`src/rtl/core/ilid_pkg.sv`:
```
// Types and codes of the indexed list insert/delete unit
package ilid_pkg;

  typedef logic signed [31:0] word_t;

  localparam logic [2:0] ACT_READ      = 3'd0;
  localparam logic [2:0] ACT_INS_FRONT = 3'd1;
  localparam logic [2:0] ACT_INS_BACK  = 3'd2;
  localparam logic [2:0] ACT_INS_POS   = 3'd3;
  localparam logic [2:0] ACT_DEL_POS   = 3'd4;

  localparam logic [1:0] ST_DONE  = 2'd0;
  localparam logic [1:0] ST_RANGE = 2'd1;
  localparam logic [1:0] ST_FULL  = 2'd2;

  typedef enum logic [1:0] {
    CELL_HOLD = 2'd0,
    CELL_INS  = 2'd1,
    CELL_DEL  = 2'd2
  } cell_op_e;

  typedef enum logic [1:0] {
    RD_ZERO = 2'd0,
    RD_CELL = 2'd1,
    RD_NEG  = 2'd2
  } rd_kind_e;

endpackage

```
`src/rtl/core/ilid_cell.sv`:
```
// One storage cell of the list: holds one entry, shifts with its neighbors
module ilid_cell #(
  parameter int IDX_W    = 8,
  parameter int CELL_IDX = 0
) (
  input  logic                clk_i,
  input  ilid_pkg::cell_op_e  op_i,
  input  logic [IDX_W-1:0]    pos_i,
  input  ilid_pkg::word_t     value_i,
  input  ilid_pkg::word_t     left_i,
  input  ilid_pkg::word_t     right_i,
  output ilid_pkg::word_t     data_o
);

  localparam logic [IDX_W-1:0] MyIdx = IDX_W'(CELL_IDX);

  ilid_pkg::word_t data_d, data_q;

  always_comb begin
    data_d = data_q;
    case (op_i)
      ilid_pkg::CELL_INS: begin
        if (MyIdx > pos_i) begin
          data_d = left_i;
        end else if (MyIdx == pos_i) begin
          data_d = value_i;
        end
      end
      ilid_pkg::CELL_DEL: begin
        if (MyIdx >= pos_i) begin
          data_d = right_i;
        end
      end
      default: begin
      end
    endcase
  end

  always_ff @(posedge clk_i) begin
    data_q <= data_d;
  end

  assign data_o = data_q;

endmodule

```
`config.mk`:
```
export PLATFORM = sky130hd
export DESIGN_NAME = ilid_cell
export DESIGN_NICKNAME = d
export VERILOG_FILES = /design/src/rtl/core/ilid_pkg.sv /design/src/rtl/core/ilid_cell.sv
export SDC_FILE = /design/constraint.sdc
export NUM_CORES = 1
export LEC_CHECK = 0
export CAP_MARGIN = 20
export CORE_ASPECT_RATIO = 1.2
export CORE_MARGIN = 5
export CORE_UTILIZATION = 50
export DETAILED_ROUTE_END_ITERATION = 12
export DONT_BUFFER_PORTS = 1
export PLACE_DENSITY_LB_ADDON = 0.2
export SYNTH_ARGS = -nofsm -noshare
export SYNTH_HDL_FRONTEND = slang
export SYNTH_SLANG_ARGS = --single-unit
```
`constraint.sdc`:
```
create_clock -name clk_i -period 1.9 [get_ports clk_i]
set_input_delay 0.095 -clock clk_i [delete_from_list [all_inputs] [get_ports clk_i]]
set_output_delay 0.095 -clock clk_i [all_outputs]
set_load 0.01 [all_outputs]
```
Word level (Yosys, flattened, before mapping):

Cells that the tools add are included.

* bits in registers: 32
* latch bits: 0
* RAM bits: 0
* memory bits (read-only): 0
* bits of input ports: 107
* output and inout bits: 32
* logic and storage cells: 14
* memories: 0

* add/subtract/negate cells: 0
* multiply operators: 0
* divide/modulo/power cells: 0
* $lt $le $gt $ge: 2
* equality and inequality tests: 4
* shift operators: 0
* multiplexer cells: 4
* bitwise operators: 0
* reduce and logical (&&, ||, !) cells: 3

Operators with widths (number)
* 32-bit 2-to-1 mux: 3
* 32-bit one-hot mux with 2 select lines: 1
* 1-bit by 8-bit greater-or-equal comparator with 1-bit output (first input constant): 1
* 1-bit by 8-bit > comparator with 1-bit output (first input constant): 1
* 8-bit logical NOT: 1
* 3-bit != test (second input constant): 1
* 3-bit AND reduction: 1
* 2-bit by 1-bit == test with 1-bit output (second input constant): 1
* 2-bit == test (second input constant): 1
* 2-bit != test (second input constant): 1
* 2-bit nonzero test: 1

Longest topological paths before layout:

* depth after elaboration: 4
* mapped depth: 4
* mapped depth without buffers: 2

Least setup slack after synthesis:

Ideal clock, no wire load.

* kind: input to register
* start: input pos_i[6]
* end: register data_q[0] (netlist: data_o[0]), enable pin
* library setup time: 392 ps
* data arrival time: 1191 ps
* required time: 1508 ps
* setup slack: 316 ps
* stages on the path: 2
* buffers on the path: 0
* cells stage by stage: nor4_1 and3_1

* word-level cells in the longest chain between the ends: 3
* elaborated cells on any way between the ends: 6
* classes of those cells: order compare: 2; eq/ne: 2; reduce/logical: 2

Ends and longest elaborated chain
* from (decl): line ilid_cell.sv:8 `input logic [IDX_W-1:0] pos_i,`
* 1-bit by 8-bit > comparator with 1-bit output (tied with other cells): line ilid_cell.sv:23 `if (MyIdx > pos_i) begin`
* 3-bit != test (no line) / 2-bit != test (equally long branches)
* 3-bit AND reduction (no line) *
* to (signal assigned): line ilid_cell.sv:40 `data_q <= data_d;`
* to (decl): line ilid_cell.sv:17 `ilid_pkg::word_t data_d, data_q;`

Every way passes the cells marked *; elsewhere a longest branch is shown, timed or not.
A chain may end at the register's enable or synchronous reset.

Worst setup path in the final report:

* start: input right_i[16]
* end: register data_q[16] (netlist: data_o[16]), data pin

* word-level cells in the longest chain between the ends: 2

Ends and longest elaborated chain
* from (decl): line ilid_cell.sv:11 `input ilid_pkg::word_t right_i,`
* 32-bit 2-to-1 mux: line ilid_cell.sv:30 `if (MyIdx >= pos_i) begin`
* 32-bit one-hot mux with 2 select lines: line ilid_cell.sv:21 `case (op_i)`
* via data_d[16]: line ilid_cell.sv:17

The timed path passes the listed nets, and every way through them passes these cells. The select of a mux whose other input is x is not followed.

==> impl_results.md <==
* Xor/xnor share of the synthesized area at 0.566%
* Hold path cells at 3
* Share of layout cells above drive strength 1 at a little under 30%
* Crit path DAT at ~1.5 ns
* Max Cap Violations at 0
* Final WL at around 3500 microns
* Syn Inst Count at 73
* I/O Buffers at 0
* Setup TNS at 0 ns
* CTS tree: done
* Largest net degree at the start of global routing at 18
* Hold Crit Class: input port to flip-flop
* Boundary Pins at between 100 and 150
* Clock buffer depth at 2
* Fin nets at 251
* Setup bufs post-CTS at 0
* Synthesized Nets at 180
* Die area at ~4300 sq um
* PD cells at approximately 670 nW/um^2
* RSZ-0062 raised after global routing: false
* CTS Root Buffer Type: clkbuf_4
* DRC viols at 0
* Core ar. at roughly 3000 sq um
* Synth Area in Simple Gates at under 10%
* Commonest non-fill, non-tap cell in the layout: dlygate4sd3_1
* Post-route clock period utilization at ~73%
* Area Overhead vs Synth at 46.5%
* 1st-iter DRT viols at 25
* Initial Utilization at roughly 51%
* Routed WL per cell at between 15 and 20 microns
* Least-Margin Pin Slew at approximately 0.31 ns
* Pins Over Slew Limit at 0
* Setup crit start kind: input port
* Synthesized area at ~1500 sq um
* Post-synthesis mux area share at 30.6%
* H-tree levels at 2
* Synth unique cells at 9
* Max FO, Critical Path at 1
* Non-filler cells, final at around 180
* Vias per std cell at 5.17
* Total CTS buffers at 5
* Lkg Pwr at about 0.87 nW
* Max reg flops at 32
* Worst EP required at 1.98 ns
* Commonest cells after routing, fill and taps aside: dlygate4sd3_1, edfxtp_1, mux2_4
* Max-slew headroom at about 80%
* Total track usage at 16.3%
* Final hold violation count at 0
* Post-route ant nets at 0
* Overflow after GRT at 0
* Vias in the first global route at roughly 1000
* Ant diodes at 0
* Status: complete, no violations
* Synth Area in Compound Gates at 0%
* Synthesis-stage register bit count at 32
* Worst Setup EP: data_o[16]$_DFFE_PP_
* Final min period at 1.39 ns
* Initial antenna violation count at 0
* Reg clk slew, reported paths at approximately 0.090 ns
* # setup viols final at 0
* Fill cell count at ~200
* Die width at approximately 61 microns
* Clock sinks at 32
* Critical Path Start: right_i[16]
* Largest family of logic cells by synthesized area: multiplexers
* Max VDD drop at 0.507 mV
* Avg Cell Area, Syn at approximately 21 sq um
* Count of standard-cell rows at 22
* Vias at ~940
* Die H at a little over 70 microns
* Setup crit end kind: flip-flop
* Synthesis Warnings at 0
* First-pass GRT wire length at a little under 5000 microns
* GPL Wtd Cong at 0.707
* Synth Area in Adders at 0%
* Placed cells at between 100 and 150
* Fmax at ~0.72 GHz
* Detailed Routing Iterations Pass 1 at 4
* Seq/Total Area, Yosys at between 60% and 70%
* WS Path Type: input port to flip-flop
* Hpwl dp at 2120 microns
==> Yosys cell counts <==
cell type / instances / area (sq um)
and3_1: 1 / 6.26
buf_12: 3 / 60.1
buf_6: 1 / 11.3
edfxtp_1: 32 / 961
mux2_2: 2 / 22.5
mux2_4: 30 / 450
nor2b_4: 1 / 13.8
nor4_1: 2 / 12.5
xor2_1: 1 / 8.76
==> per-stage QoR <==
stage               worst slack, ns  utilization [%]  cell area [sq um]  hold slack (ns)  power (mW)
CTS                           0.544             74.8               2270            0.307        1.53
floorplan                     0.316                -               1550            0.312       0.921
global route                  0.513             74.8               2270            0.328        1.58
global placement              0.780             51.2               1550            0.314       0.914
detailed placement            0.753             51.2               1550            0.315       0.918
finish                        0.511             74.8               2270            0.330        1.52
==> metal layers <==
metal	vias to the layer above	share of wire [%]	track usage, %
li1	428	-	-
met1	439	30	14.2
met2	63	57	30.7
met3	6	11	8.94
met4	0	1.1	4.34
met5	-	0	0
==> worst min path at each step <==
stage | startpoint | end | slack [ns]
final | pos_i[0] | data_o[10]$_DFFE_PP_ | 0.33
after global routing | pos_i[0] | data_o[6]$_DFFE_PP_ | 0.33
after floorplan | right_i[0] | data_o[0]$_DFFE_PP_ | 0.31
after CTS | pos_i[0] | data_o[2]$_DFFE_PP_ | 0.31
after detailed placement | right_i[4] | data_o[4]$_DFFE_PP_ | 0.31
after global placement | right_i[10] | data_o[10]$_DFFE_PP_ | 0.31
==> kinds of logic (layout without fill, tap and decap cells) <==
group         after synthesis  after routing
mux                        32             32
xor+xnor                    1              1
simple gates                4              4
buf+inv                     4             76
flops                      32             32
==> layout make-up <==
cell class	count	area, sq um	share of cell area, %
clock buffer	5	37.5	1.66
sequential	32	961	42.4
tap	36	45.0	1.99
timing repair buffer	68	671	29.6
clock inverter	3	37.5	1.66
multi-input combinational	37	514	22.7
==> report_power, final <==
group	internal (mW)	switching, mW
Clock	0.269	0.218
Combinational	0.191	0.0571
Sequential	0.783	0.00143
==> critical path, cell delays in order <==
cell           delay [ns]
dlygate4sd3_1        0.55
mux2_4               0.26
dlygate4sd3_1        0.56
==> timing repair <==
action | CTS | global route
resized for setup | 0 | 0
hold buffers | 64 | 0
hold endpoints to repair | 32 | 0
endpoints found under the setup margin | 0 | 0
No activity file was read; power rests on OpenSTA's default activity.
